`config.mk`:
```
export PLATFORM = sky130hd
export DESIGN_NAME = wasm_import_export_parser
export DESIGN_NICKNAME = d
export VERILOG_FILES = /design/src/rtl/wiep_pkg.sv /design/src/rtl/wiep_front.sv /design/src/rtl/wiep_queue.sv /design/src/rtl/wasm_import_export_parser.sv
export SDC_FILE = /design/constraint.sdc
export NUM_CORES = 1
export LEC_CHECK = 0
export BUFFER_PORTS_ARGS = -buffer_cell sky130_fd_sc_hd__buf_4
export CAP_MARGIN = 10
export CELL_PAD_IN_SITES_DETAIL_PLACEMENT = 0
export CELL_PAD_IN_SITES_GLOBAL_PLACEMENT = 1
export CORE_MARGIN = 2
export CORE_UTILIZATION = 46
export CTS_BUF_LIST = sky130_fd_sc_hd__clkbuf_16
export CTS_CLUSTER_DIAMETER = 30
export DETAILED_ROUTE_END_ITERATION = 7
export PLACE_DENSITY_LB_ADDON = 0.1
export SLEW_MARGIN = 40
export SYNTH_ARGS = -nofsm -noshare
export SYNTH_HDL_FRONTEND = slang
export SYNTH_SLANG_ARGS = --single-unit
```
`constraint.sdc`:
```
create_clock -name clk -period 5.8 [get_ports clk]
set_clock_uncertainty 0.2 [all_clocks]
set_input_delay 0.87 -clock clk [delete_from_list [all_inputs] [get_ports clk]]
set_output_delay 0.87 -clock clk [all_outputs]
set_load 0.1 [all_outputs]
```
`src/rtl/wiep_pkg.sv`:
```
package wiep_pkg;

    // parse phases
    localparam logic [4:0] PH_HDR_OK      = 5'd0;
    localparam logic [4:0] PH_HDR_BAD     = 5'd1;
    localparam logic [4:0] PH_SEC_ID      = 5'd2;
    localparam logic [4:0] PH_SZ_IMP      = 5'd3;
    localparam logic [4:0] PH_SZ_EXP      = 5'd4;
    localparam logic [4:0] PH_SZ_SKIP     = 5'd5;
    localparam logic [4:0] PH_SKIP        = 5'd6;
    localparam logic [4:0] PH_IMP_COUNT   = 5'd7;
    localparam logic [4:0] PH_IMP_MODLEN  = 5'd8;
    localparam logic [4:0] PH_IMP_MODCHR  = 5'd9;
    localparam logic [4:0] PH_IMP_NAMLEN  = 5'd10;
    localparam logic [4:0] PH_IMP_NAMCHR  = 5'd11;
    localparam logic [4:0] PH_IMP_KIND    = 5'd12;
    localparam logic [4:0] PH_IMP_TYPEIDX = 5'd13;
    localparam logic [4:0] PH_IMP_ELEM    = 5'd14;
    localparam logic [4:0] PH_IMP_FLAGS   = 5'd15;
    localparam logic [4:0] PH_IMP_INIT    = 5'd16;
    localparam logic [4:0] PH_IMP_MAX     = 5'd17;
    localparam logic [4:0] PH_IMP_VALTYPE = 5'd18;
    localparam logic [4:0] PH_IMP_MUT     = 5'd19;
    localparam logic [4:0] PH_EXP_COUNT   = 5'd20;
    localparam logic [4:0] PH_EXP_NAMLEN  = 5'd21;
    localparam logic [4:0] PH_EXP_NAMCHR  = 5'd22;
    localparam logic [4:0] PH_EXP_KIND    = 5'd23;
    localparam logic [4:0] PH_EXP_INDEX   = 5'd24;
    localparam logic [4:0] PH_DONE        = 5'd25;

    // record types
    localparam logic [3:0] REC_BAD_HDR   = 4'd0;
    localparam logic [3:0] REC_IMP_CNT   = 4'd1;
    localparam logic [3:0] REC_EXP_CNT   = 4'd2;
    localparam logic [3:0] REC_MOD_LEN   = 4'd3;
    localparam logic [3:0] REC_MOD_CHR   = 4'd4;
    localparam logic [3:0] REC_NAM_LEN   = 4'd5;
    localparam logic [3:0] REC_NAM_CHR   = 4'd6;
    localparam logic [3:0] REC_IMP_KIND  = 4'd7;
    localparam logic [3:0] REC_TYPE_IDX  = 4'd8;
    localparam logic [3:0] REC_ELEM      = 4'd9;
    localparam logic [3:0] REC_INIT      = 4'd10;
    localparam logic [3:0] REC_MAX       = 4'd11;
    localparam logic [3:0] REC_VALTYPE   = 4'd12;
    localparam logic [3:0] REC_MUT       = 4'd13;
    localparam logic [3:0] REC_EXP_KIND  = 4'd14;
    localparam logic [3:0] REC_EXP_IDX   = 4'd15;

    localparam int unsigned REC_W = 38;

    typedef struct packed {
        logic [3:0]  rtype;
        logic [31:0] value;
        logic        last;
        logic        all;
    } rec_t;

    function automatic logic [7:0] hdr_byte(input logic [2:0] pos);
        logic [7:0] r;
        begin
            unique case (pos)
                3'd1:    r = 8'h61;
                3'd2:    r = 8'h73;
                3'd3:    r = 8'h6D;
                3'd4:    r = 8'h01;
                default: r = 8'h00;
            endcase
            return r;
        end
    endfunction

endpackage

```
`src/rtl/wiep_front.sv`:
```
module wiep_front
(
    input  logic               clk,
    input  logic               rst_n,
    input  logic               in_valid,
    input  logic [7:0]         in_byte,
    input  logic               in_sof,
    output logic               rec_valid,
    output wiep_pkg::rec_t     rec
);

    logic [4:0]  phase_reg,   phase_next;
    logic [2:0]  hpos_reg,    hpos_next;
    logic [31:0] acc_reg,     acc_next;
    logic [2:0]  lidx_reg,    lidx_next;
    logic [31:0] ent_reg,     ent_next;
    logic [31:0] bytes_reg,   bytes_next;
    logic        maxp_reg,    maxp_next;
    logic        imps_reg,    imps_next;
    logic        exps_reg,    exps_next;

    // effective state after optional restart
    logic [4:0]  ph;
    logic [2:0]  hp;
    logic [31:0] ac;
    logic [2:0]  li;
    logic        im, ex;
    logic [31:0] acc_or, leb_val, ent_dec, bytes_dec;
    logic        leb_done;

    always_comb
    begin
        ph = in_sof ? wiep_pkg::PH_HDR_OK : phase_reg;
        hp = in_sof ? 3'd0 : hpos_reg;
        ac = in_sof ? 32'd0 : acc_reg;
        li = in_sof ? 3'd0 : lidx_reg;
        im = in_sof ? 1'b0 : imps_reg;
        ex = in_sof ? 1'b0 : exps_reg;
        // accumulate one LEB128 group
        unique case (li)
            3'd0:    acc_or = ac | {25'd0, in_byte[6:0]};
            3'd1:    acc_or = ac | {18'd0, in_byte[6:0], 7'd0};
            3'd2:    acc_or = ac | {11'd0, in_byte[6:0], 14'd0};
            3'd3:    acc_or = ac | {4'd0, in_byte[6:0], 21'd0};
            3'd4:    acc_or = ac | {in_byte[3:0], 28'd0};
            default: acc_or = ac;
        endcase
        leb_val   = acc_or;
        leb_done  = !in_byte[7];
        ent_dec   = ent_reg - 32'd1;
        bytes_dec = bytes_reg - 32'd1;
    end

    always_comb
    begin
        logic is_leb;
        logic imp;
        logic fin;
        is_leb = 1'b0;
        imp = 1'b0;
        fin = 1'b0;
        phase_next = ph;
        hpos_next  = hp;
        acc_next   = ac;
        lidx_next  = li;
        ent_next   = ent_reg;
        bytes_next = bytes_reg;
        maxp_next  = maxp_reg;
        imps_next  = im;
        exps_next  = ex;
        rec_valid  = 1'b0;
        rec        = '0;
        unique case (ph)
            wiep_pkg::PH_SZ_IMP, wiep_pkg::PH_SZ_EXP, wiep_pkg::PH_SZ_SKIP,
            wiep_pkg::PH_IMP_COUNT, wiep_pkg::PH_EXP_COUNT, wiep_pkg::PH_IMP_MODLEN,
            wiep_pkg::PH_IMP_NAMLEN, wiep_pkg::PH_EXP_NAMLEN, wiep_pkg::PH_IMP_TYPEIDX,
            wiep_pkg::PH_IMP_INIT, wiep_pkg::PH_IMP_MAX, wiep_pkg::PH_EXP_INDEX:
                is_leb = 1'b1;
            default: is_leb = 1'b0;
        endcase
        // advance the varint decoder
        if (is_leb)
        begin
            if (leb_done)
            begin
                acc_next  = 32'd0;
                lidx_next = 3'd0;
            end
            else
            begin
                acc_next  = acc_or;
                lidx_next = (li < 3'd5) ? li + 3'd1 : li;
            end
        end
        unique case (ph)
            wiep_pkg::PH_HDR_OK, wiep_pkg::PH_HDR_BAD:
            begin
                if (in_byte != wiep_pkg::hdr_byte(hp))
                    phase_next = wiep_pkg::PH_HDR_BAD;
                if (hp == 3'd7)
                begin
                    hpos_next = 3'd0;
                    if (phase_next == wiep_pkg::PH_HDR_BAD)
                    begin
                        phase_next = wiep_pkg::PH_DONE;
                        rec_valid = 1'b1;
                        rec = '{wiep_pkg::REC_BAD_HDR, 32'd0, 1'b1, 1'b0};
                    end
                    else
                        phase_next = wiep_pkg::PH_SEC_ID;
                end
                else
                    hpos_next = hp + 3'd1;
            end
            wiep_pkg::PH_SEC_ID:
                phase_next = (in_byte == 8'd2) ? wiep_pkg::PH_SZ_IMP :
                             (in_byte == 8'd7) ? wiep_pkg::PH_SZ_EXP : wiep_pkg::PH_SZ_SKIP;
            wiep_pkg::PH_SZ_IMP:
                if (leb_done) phase_next = wiep_pkg::PH_IMP_COUNT;
            wiep_pkg::PH_SZ_EXP:
                if (leb_done) phase_next = wiep_pkg::PH_EXP_COUNT;
            wiep_pkg::PH_SZ_SKIP:
                if (leb_done)
                begin
                    bytes_next = leb_val;
                    phase_next = (leb_val != 32'd0) ? wiep_pkg::PH_SKIP : wiep_pkg::PH_SEC_ID;
                end
            wiep_pkg::PH_SKIP:
            begin
                bytes_next = bytes_dec;
                if (bytes_dec == 32'd0) phase_next = wiep_pkg::PH_SEC_ID;
            end
            wiep_pkg::PH_IMP_COUNT, wiep_pkg::PH_EXP_COUNT:
                if (leb_done)
                begin
                    imp = (ph == wiep_pkg::PH_IMP_COUNT);
                    ent_next = leb_val;
                    rec_valid = 1'b1;
                    rec.rtype = imp ? wiep_pkg::REC_IMP_CNT : wiep_pkg::REC_EXP_CNT;
                    rec.value = leb_val;
                    if (leb_val == 32'd0)
                    begin
                        fin = 1'b1;
                        rec.last = 1'b1;
                    end
                    else
                        phase_next = imp ? wiep_pkg::PH_IMP_MODLEN : wiep_pkg::PH_EXP_NAMLEN;
                end
            wiep_pkg::PH_IMP_MODLEN:
                if (leb_done)
                begin
                    bytes_next = leb_val;
                    phase_next = (leb_val != 32'd0) ? wiep_pkg::PH_IMP_MODCHR
                                                    : wiep_pkg::PH_IMP_NAMLEN;
                    rec_valid = 1'b1;
                    rec = '{wiep_pkg::REC_MOD_LEN, leb_val, 1'b0, 1'b0};
                end
            wiep_pkg::PH_IMP_MODCHR:
            begin
                bytes_next = bytes_dec;
                if (bytes_dec == 32'd0) phase_next = wiep_pkg::PH_IMP_NAMLEN;
                rec_valid = 1'b1;
                rec = '{wiep_pkg::REC_MOD_CHR, {24'd0, in_byte}, 1'b0, 1'b0};
            end
            wiep_pkg::PH_IMP_NAMLEN, wiep_pkg::PH_EXP_NAMLEN:
                if (leb_done)
                begin
                    imp = (ph == wiep_pkg::PH_IMP_NAMLEN);
                    bytes_next = leb_val;
                    if (leb_val != 32'd0)
                        phase_next = imp ? wiep_pkg::PH_IMP_NAMCHR : wiep_pkg::PH_EXP_NAMCHR;
                    else
                        phase_next = imp ? wiep_pkg::PH_IMP_KIND : wiep_pkg::PH_EXP_KIND;
                    rec_valid = 1'b1;
                    rec = '{wiep_pkg::REC_NAM_LEN, leb_val, 1'b0, 1'b0};
                end
            wiep_pkg::PH_IMP_NAMCHR, wiep_pkg::PH_EXP_NAMCHR:
            begin
                bytes_next = bytes_dec;
                if (bytes_dec == 32'd0)
                    phase_next = (ph == wiep_pkg::PH_IMP_NAMCHR) ? wiep_pkg::PH_IMP_KIND
                                                                : wiep_pkg::PH_EXP_KIND;
                rec_valid = 1'b1;
                rec = '{wiep_pkg::REC_NAM_CHR, {24'd0, in_byte}, 1'b0, 1'b0};
            end
            wiep_pkg::PH_IMP_KIND:
            begin
                rec_valid = 1'b1;
                rec = '{wiep_pkg::REC_IMP_KIND, {24'd0, in_byte}, 1'b0, 1'b0};
                priority if (in_byte > 8'd3)
                begin
                    imp = 1'b1;
                    rec.last = 1'b1;
                end
                else if (in_byte == 8'd0) phase_next = wiep_pkg::PH_IMP_TYPEIDX;
                else if (in_byte == 8'd1) phase_next = wiep_pkg::PH_IMP_ELEM;
                else if (in_byte == 8'd2) phase_next = wiep_pkg::PH_IMP_FLAGS;
                else phase_next = wiep_pkg::PH_IMP_VALTYPE;
            end
            wiep_pkg::PH_IMP_TYPEIDX:
                if (leb_done)
                begin
                    imp = 1'b1;
                    rec_valid = 1'b1;
                    rec = '{wiep_pkg::REC_TYPE_IDX, leb_val, 1'b1, 1'b0};
                end
            wiep_pkg::PH_IMP_ELEM:
            begin
                phase_next = wiep_pkg::PH_IMP_FLAGS;
                rec_valid = 1'b1;
                rec = '{wiep_pkg::REC_ELEM, {24'd0, in_byte}, 1'b0, 1'b0};
            end
            wiep_pkg::PH_IMP_FLAGS:
            begin
                maxp_next = in_byte[0];
                phase_next = wiep_pkg::PH_IMP_INIT;
            end
            wiep_pkg::PH_IMP_INIT:
                if (leb_done)
                begin
                    rec_valid = 1'b1;
                    rec = '{wiep_pkg::REC_INIT, leb_val, !maxp_reg, 1'b0};
                    if (maxp_reg) phase_next = wiep_pkg::PH_IMP_MAX;
                    else imp = 1'b1;
                end
            wiep_pkg::PH_IMP_MAX:
                if (leb_done)
                begin
                    imp = 1'b1;
                    rec_valid = 1'b1;
                    rec = '{wiep_pkg::REC_MAX, leb_val, 1'b1, 1'b0};
                end
            wiep_pkg::PH_IMP_VALTYPE:
            begin
                phase_next = wiep_pkg::PH_IMP_MUT;
                rec_valid = 1'b1;
                rec = '{wiep_pkg::REC_VALTYPE, {24'd0, in_byte}, 1'b0, 1'b0};
            end
            wiep_pkg::PH_IMP_MUT:
            begin
                imp = 1'b1;
                rec_valid = 1'b1;
                rec = '{wiep_pkg::REC_MUT, {31'd0, (in_byte != 8'd0)}, 1'b1, 1'b0};
            end
            wiep_pkg::PH_EXP_KIND:
            begin
                phase_next = wiep_pkg::PH_EXP_INDEX;
                rec_valid = 1'b1;
                rec = '{wiep_pkg::REC_EXP_KIND, {24'd0, in_byte}, 1'b0, 1'b0};
            end
            wiep_pkg::PH_EXP_INDEX:
                if (leb_done)
                begin
                    rec_valid = 1'b1;
                    rec = '{wiep_pkg::REC_EXP_IDX, leb_val, 1'b1, 1'b0};
                end
            default:
                phase_next = wiep_pkg::PH_DONE;
        endcase
        // end an entry: import and export entry ends, flagged via rec.last; imp marks an import
        if (rec_valid && rec.last && (ph == wiep_pkg::PH_IMP_KIND ||
            ph == wiep_pkg::PH_IMP_TYPEIDX || ph == wiep_pkg::PH_IMP_INIT ||
            ph == wiep_pkg::PH_IMP_MAX || ph == wiep_pkg::PH_IMP_MUT ||
            ph == wiep_pkg::PH_EXP_INDEX))
        begin
            imp = (ph != wiep_pkg::PH_EXP_INDEX);
            ent_next = ent_dec;
            if (ent_dec == 32'd0)
                fin = 1'b1;
            else
                phase_next = imp ? wiep_pkg::PH_IMP_MODLEN : wiep_pkg::PH_EXP_NAMLEN;
        end
        // finish a section
        if (fin)
        begin
            if (imp) imps_next = 1'b1;
            else exps_next = 1'b1;
            if ((imp || im) && (!imp || ex))
            begin
                phase_next = wiep_pkg::PH_DONE;
                rec.all = 1'b1;
            end
            else
                phase_next = wiep_pkg::PH_SEC_ID;
        end
    end

    // hold parser state between transfers
    always_ff @(posedge clk or negedge rst_n)
    begin
        if (!rst_n)
        begin
            phase_reg <= wiep_pkg::PH_HDR_OK;
            hpos_reg  <= 3'd0;
            acc_reg   <= 32'd0;
            lidx_reg  <= 3'd0;
            ent_reg   <= 32'd0;
            bytes_reg <= 32'd0;
            maxp_reg  <= 1'b0;
            imps_reg  <= 1'b0;
            exps_reg  <= 1'b0;
        end
        else if (in_valid)
        begin
            phase_reg <= phase_next;
            hpos_reg  <= hpos_next;
            acc_reg   <= acc_next;
            lidx_reg  <= lidx_next;
            ent_reg   <= ent_next;
            bytes_reg <= bytes_next;
            maxp_reg  <= maxp_next;
            imps_reg  <= imps_next;
            exps_reg  <= exps_next;
        end
    end

endmodule

```
`src/rtl/wiep_queue.sv`:
```
module wiep_queue
(
    input  logic           clk,
    input  logic           rst_n,
    input  logic           wr_valid,
    input  wiep_pkg::rec_t wr_rec,
    output logic           not_full,
    output logic           rd_valid,
    input  logic           rd_ready,
    output wiep_pkg::rec_t rd_rec
);

    wiep_pkg::rec_t mem_reg [0:1];
    logic           wptr_reg, wptr_next;
    logic           rptr_reg, rptr_next;
    logic [1:0]     cnt_reg, cnt_next;
    logic           push, pop;

    assign not_full = (cnt_reg != 2'd2);
    assign rd_valid = (cnt_reg != 2'd0);
    assign rd_rec   = mem_reg[rptr_reg];
    assign push     = wr_valid && not_full;
    assign pop      = rd_valid && rd_ready;

    always_comb
    begin
        wptr_next = push ? ~wptr_reg : wptr_reg;
        rptr_next = pop ? ~rptr_reg : rptr_reg;
        cnt_next  = cnt_reg + {1'b0, push} - {1'b0, pop};
    end

    // store a record
    always_ff @(posedge clk)
    begin
        if (push)
            mem_reg[wptr_reg] <= wr_rec;
    end

    // advance pointers
    always_ff @(posedge clk or negedge rst_n)
    begin
        if (!rst_n)
        begin
            wptr_reg <= 1'b0;
            rptr_reg <= 1'b0;
            cnt_reg  <= 2'd0;
        end
        else
        begin
            wptr_reg <= wptr_next;
            rptr_reg <= rptr_next;
            cnt_reg  <= cnt_next;
        end
    end

endmodule

```
`src/rtl/wasm_import_export_parser.sv`:
```
// WebAssembly import/export section parser. Takes one module byte per transfer and
// emits decoded import/export records (type, value, group_last, all_found). One byte
// per cycle while the record queue has room; each record is written into the queue
// when its byte is accepted. A two-entry record queue sits between the byte decoder and
// the output, so input stalls only when the output side holds back two records.
module wasm_import_export_parser
(
    input  logic        clk,
    input  logic        rst_n,
    input  logic        s_tvalid,
    output logic        s_tready,
    input  logic [7:0]  s_tdata,   // [7:0] data_byte
    input  logic        s_tuser,   // [0] start_of_file
    output logic        m_tvalid,
    input  logic        m_tready,
    output logic [39:0] m_tdata,   // [3:0] record_type, [35:4] record_value, zero fill
    output logic        m_tlast,   // group_last
    output logic        m_tuser    // [0] all_found
);

    logic           rec_valid;
    wiep_pkg::rec_t rec, out_rec;
    logic           not_full;

    wiep_front u_front
    (
        .clk       (clk),
        .rst_n     (rst_n),
        .in_valid  (s_tvalid && s_tready),
        .in_byte   (s_tdata),
        .in_sof    (s_tuser),
        .rec_valid (rec_valid),
        .rec       (rec)
    );

    wiep_queue u_queue
    (
        .clk      (clk),
        .rst_n    (rst_n),
        .wr_valid (rec_valid && s_tvalid && s_tready),
        .wr_rec   (rec),
        .not_full (not_full),
        .rd_valid (m_tvalid),
        .rd_ready (m_tready),
        .rd_rec   (out_rec)
    );

    assign s_tready = not_full;
    assign m_tdata  = {4'd0, out_rec.value, out_rec.rtype};
    assign m_tlast  = out_rec.last;
    assign m_tuser  = out_rec.all;

endmodule

```
==> metrics.cfg, run 1 <==
[sta]
final-setup-viol-count=0
fin_ws_ns=1.422
slew_viol_final=0
period_share_pct=75.49
clock.fmax_mhz=228.4
rsz0062_at_grt=false
min_period_ns=4.378
slew_headroom_pct=44.80
finalSetupTns_ns=0
worstMarginPinSlew_ns=0.8280
hold_viol_final=0

[routing]
drc=0
drt.antenna.violating_nets=0
first_iter_violations=1179
totalWireLength_um=38370
vias_per_cell=6.291
route.vias.total=10780
wl_per_cell_um=22.40
dr.pass1.iters=6

[final_layout]
largest_reg_flops=76
n_antenna_cell=0
n_fill_cell=2435
area_delta_synth_final_pct=10.51
final_cell_mix=o21ai_0, nor2_1, nand2_1, dfrtp_1, a21oi_1
postLayoutCellArea_sq_um=13340
multi_input_area_sq_um=6384
final_common_cell=o21ai_0
register_area_sq_um=5135
fin_nets=1394
drive_gt1_share_pct=15.24

[floorplanning]
design.die.area_sq_um=27560
die_h_um=166.0
fp-row-count=59
ioPinCount=57
fp.dieW_um=166.0
coreArea_sq_um=25910
start_util_pct=46.59

[grt]
grt_pass1_vias=10170
grt_max_degree=65
grt_antenna_before_repair=0
grt-ovfl-total=0
grt_usage_pct=28.04
grt_pass1_wl_um=61200

[clocking]
post_cts_resized=0
clockBufferDepth=2
postCtsSetupBuffers=0
cts-root-buf=clkbuf_16
htree_levels=4
path_clk_slew_ns=0.09
holdBufCountCts=0
cts_buffers=17
cts.sinks=190
cts_tree=built
clk_latency_ns=0.45

[critical_path]
cp.arrival_ns=4.50
end_kind=flip-flop
start_kind=input port
required_ns=5.92
crit_start=s_tuser
path_max_fanout=28
r2r-start=u_front.lidx_reg[1]
reg2reg_depth=13
rrSetupSlack_ns=1.65
path_class=in2reg
reg2reg_to=u_front.phase_reg[0]

[place]
place_ws_ns=0.9828
gp_congestion=0.9493
numPortBuffers=52
placed_area_sq_um=12690
dp_hpwl_um=26930

[power_and_ir_drop]
ir_drop_mv=0.4087
finalPower_w=0.005339
power_density_nw_per_um2=400.2
p_leak_nw=5.150

[logic_synthesis]
synthTopCellsByArea=dfrtp_1, edfxtp_1, o21ai_0
yosys_warnings=0
yosysTopAreaCellShare_pct=23.63
synth-main-ff-cell=dfrtp_1
netlist_instances=1364
synth-edff-count=76
synth_top_cell_by_area=dfrtp_1
syn-mean-instance-area_sq_um=8.851
synth_cell_type_count=93
synthesis.area_sq_um=12070
async_flop_share_pct=60.00
ys_ff_latch=190
seq_area_frac_synth_pct=42.53

[flow_run]
maxCapViolCount=0

[worst_hold_path]
hp-class=in2async

[status]
status=complete, no violations

## worst max path at each step
stage / endpoint / slack [ns] / cells past startpoint
floorplan: u_queue.mem_reg[0][0] / 0.53 / 15
global placement: u_front.phase_reg[0] / 1.10 / 17
detailed placement: u_front.phase_reg[0] / 0.98 / 17
CTS: u_front.phase_reg[0] / 1.43 / 17
global route: u_front.phase_reg[0] / 1.08 / 17
finish: u_front.phase_reg[0] / 1.42 / 17
## metrics by stage
stage	cells	hold slack (ns)	utilization, %
4_1_cts	1713	0.2867	51.48
3_5_place_dp	1681	0.2682	48.97
2_1_floorplan	1367	0.2422	-
6_report	1713	0.1913	51.49
3_3_place_gp	1680	0.2581	48.92
5_1_grt	1713	0.2320	51.49
## routing by layer
layer / GRT usage [%] / up-vias / share of wire [%] / wire, um
li1: - / 5058 / - / -
met1: 40.87 / 5288 / 45 / 17410
met2: 44.27 / 373 / 47 / 17970
met3: 3.646 / 58 / 5.8 / 2215
met4: 7.448 / 0 / 2.0 / 777
met5: 0 / - / 0 / 0
## cell type report
class	instances	share of cell area, %
Tap cell	335	3.142
Timing Repair Buffer	82	4.652
Multi-Input combinational cell	1038	47.85
Clock inverter	15	1.669
Inverter	36	1.013
Clock buffer	17	3.189
Sequential cell	190	38.49
## where the power goes
part	switching [W]	total, W	internal [W]
clock	0.000665	0.00128	0.000613
sequential	0.000334	0.00189	0.00156
combinational	0.00151	0.00217	0.000654
## Yosys cell counts (all sizes together) (29+ instances only)
library cell,number
dfrtp,114
nor3,58
nor2,135
buf,44
inv,36
nand3,41
a22o,29
edfxtp,76
clkbuf,59
nand2,133
a21oi,117
mux2,49
o21ai,150
## worst max-delay path, stage by stage
cell and delay, ns:
buf_4 0.29, inv_1 0.10, buf_4 0.21, and3_1 0.16, ha_1 0.34, a22oi_1 0.29
nand2_1 0.09, nor3_1 0.34, and3_1 0.42, inv_1 0.08, ha_1 0.28, o21ai_0 0.09
o21a_1 0.20, a2bb2oi_1 0.15, nor4_1 0.24, a21oi_1 0.09, a211o_1 0.23
## logic make-up after synthesis
kind of cell	count (synthesis)	share of synthesized area, %
AO/OA/AOI/OAI	430	22.12
XOR/XNOR	13	0.9431
AND/OR/NAND/NOR	522	22.84
flip-flops	190	42.53
buffers and inverters	139	4.912
multiplexers	53	4.964
other	1	0.03106
adder cells (fa/ha/maj)	16	1.658
(Power assumes the default switching activity.)
==> inputs of run 2 (changes only) <==
ABC_AREA = 1   (was not set)
clock period = 4.37 ns   (was 5.8 ns; I/O delays follow)
==> metrics.cfg, run 2 <==
[logic_synthesis]
synthesis.area_sq_um=12430
ys_ff_latch=190
synth-main-ff-cell=dfrtp_1
synth-adder-area-share_pct=1.611
synth_simple_gate_area_share_pct=31.26
yosys_warnings=0
seq_area_frac_synth_pct=41.32
yosysTopAreaCellShare_pct=22.96
syn-mean-instance-area_sq_um=7.065
synth-edff-count=76
netlist_instances=1759
synth_cell_type_count=48
async_flop_share_pct=60.00
synth_xor_xnor_area_share_pct=2.467
yosysMostFrequentCell=nand2_1
synth.area.mux_share_pct=0
synth_compound_gate_area_share_pct=14.66
synth_top_cell_by_area=dfrtp_1
synth_top_family_by_area=simple AND/OR/NAND/NOR gates
synth_common_cells=nand2_1, nor2_1, inv_1
synthTopCellsByArea=dfrtp_1, edfxtp_1, nand2_1

[critical_path]
cpPeakStageDelay_ns=0.43
required_ns=4.51
path_max_fanout=4
start_kind=flip-flop
crit_path_top_delay_cell=dfrtp_1
path_class=reg2reg
crit_path_frequent_cell=nand2_1
cp_cell_sequence=inv_1 > ha_1 > nand3_1 > nor2_2 > nand3_1 > nor2_1 > nand3_1 > nand2_1 > nand2_1 > nor2_1 > nand2_1 > nor2_1 > nand2_1 > nand2_1 > nand2_1 > nand3_1 > nand2_1 > nand2_1 > nand2_1
end_kind=flip-flop
cp.arrival_ns=3.87

[clocking]
post_cts_resized=0
htree_levels=4
cts-root-buf=clkbuf_16
path_clk_slew_ns=0.09
postCtsSetupBuffers=0
cts_buffers=17
cts.sinks=190
holdBufCountCts=0
clockBufferDepth=2
cts_tree=built
clk_latency_ns=0.45

[final_layout]
final_cell_mix=nand2_1, nor2_1, inv_1, dfrtp_1, o21ai_0
drive_gt1_share_pct=10.11
n_antenna_cell=0
fin_nets=1846
largest_reg_flops=76
area_delta_synth_final_pct=12.87
final_common_cell=nand2_1

[place]
gp_congestion=0.9900
dp_hpwl_um=32510
numPortBuffers=52

[power_and_ir_drop]
p_clk_share_pct=21.8
p_int_w=0.003864
finalPower_w=0.007530
power_density_nw_per_um2=536.9
ir_drop_mv=0.2991
p_sw_share_pct=48.69
comb_power_share_pct=44.8
p_switching_w=0.003666
p_seq_share_pct=33.4
p_leak_nw=6.425

[floorplanning]
coreArea_sq_um=26730
design.die.area_sq_um=28350
die_h_um=168.4
start_util_pct=46.50
ioPinCount=57
fp.dieW_um=168.4
fp-row-count=60

[sta]
clock.fmax_mhz=268.3
holdWs_ns=-0.02560
worstMarginPinSlew_ns=0.8312
slew_headroom_pct=44.25
rsz0062_at_grt=false
min_period_ns=3.727
period_share_pct=85.28
final-setup-viol-count=0
hold_viol_final=7
slew_viol_final=0
finalSetupTns_ns=0

[grt]
grt_max_degree=73
grt_pass1_wl_um=67560
grt_pass1_vias=11360
grt-ovfl-total=0
grt_usage_pct=31.29
grt_antenna_before_repair=0

[status]
violations=negative hold slack
status=finished, violations left

[routing]
route.vias.total=12240
vias_per_cell=5.637
dr.pass1.iters=6
wl_per_cell_um=20.04
totalWireLength_um=43510
drc=0
drt.antenna.violating_nets=0
first_iter_violations=1450

[flow_run]
maxCapViolCount=0

[worst_hold_path]
hp-class=in2async

[run 2: cell types whose count changed in the layout (fill, tap and decap cells not counted), moves of 29 or more]
cell     previous run  this run
mux2_2             44         0
a22o_1             29         0
nand2_1           129       500
nor2_1            132       264
nand3_1            41        87
o21ai_0           143       106
a21oi_1           113        47
inv_1              36       177
[run 2: final timing paths]
kind / from / end / slack (ns) / depth (start not counted)
min in group clk: u_front.acc_reg[1] / u_front.acc_reg[1] / 0.28 / 2
setup reg to reg: u_front.ent_reg[0] / u_front.phase_reg[4] / 0.64 / 19
hold reg to reg: u_front.acc_reg[1] / u_front.acc_reg[1] / 0.28 / 2
max in group asynchronous: rst_n / u_front.bytes_reg[5] / 3.18 / 2
setup / recovery: u_front.ent_reg[0] / u_front.phase_reg[4] / 0.64 / 19
hold / removal: rst_n / u_front.ent_reg[26] / -0.03 / 1
[run 2: metal layers]
metal,vias to the layer above,track usage (%),part of all wire (%),wire [um]
li1,5901,-,-,-
met1,5803,46.04,47,20420
met2,475,48.11,44,19090
met3,60,4.466,6.7,2896
met4,0,9.033,2.5,1106
met5,-,0,0,0
[run 2: cells by family after synthesis]
family | after synthesis
xor+xnor | 35
compound gates | 301
flops | 190
fa+ha+maj | 16
other cells | 1
simple gates | 946
buf+inv | 270
[run 2: power by group through the flow]
stage / Combinational (W) / Sequential [W] / Clock [W]
floorplan: 0.00249 / 0.00245 / 0
global route: 0.00365 / 0.00256 / 0.00173
detailed placement: 0.00335 / 0.00253 / 0
finish: 0.00337 / 0.00252 / 0.00164
CTS: 0.00336 / 0.00251 / 0.00166
global placement: 0.00332 / 0.00254 / 0
[run 2: area by class of cell]
class	instances	area, sq um
Clock buffer	17	425.4
Clock inverter	15	185.2
Fill cell	2704	12700
Inverter	202	758.2
Multi-Input combinational cell	1302	6251
Sequential cell	190	5135
Tap cell	341	426.7
Timing Repair Buffer	104	844.6
[run 2: critical path, delay by kind of cell (launching register included)]
| family | cells | cell delay, ns |
|---|---|---|
| fa+ha+maj | 1 | 0.21 |
| buf+inv | 1 | 0.14 |
| flops | 1 | 0.43 |
| simple gates | 17 | 2.62 |
[run 2: metrics by stage]
stage / instances / instance area (sq um) / utilization [%] / worst slack [ns] / hold slack, ns
2_1_floorplan: 1762 / 12440 / - / 0.4178 / 0.1599
3_3_place_gp: 2136 / 13340 / 49.90 / 0.2618 / 0.2666
3_5_place_dp: 2139 / 13420 / 50.20 / 0.2665 / 0.2717
4_1_cts: 2171 / 14030 / 52.48 / 0.6680 / 0.002072
5_1_grt: 2171 / 14030 / 52.48 / 0.3571 / 0.01459
6_report: 2171 / 14030 / 52.48 / 0.6434 / -0.02560
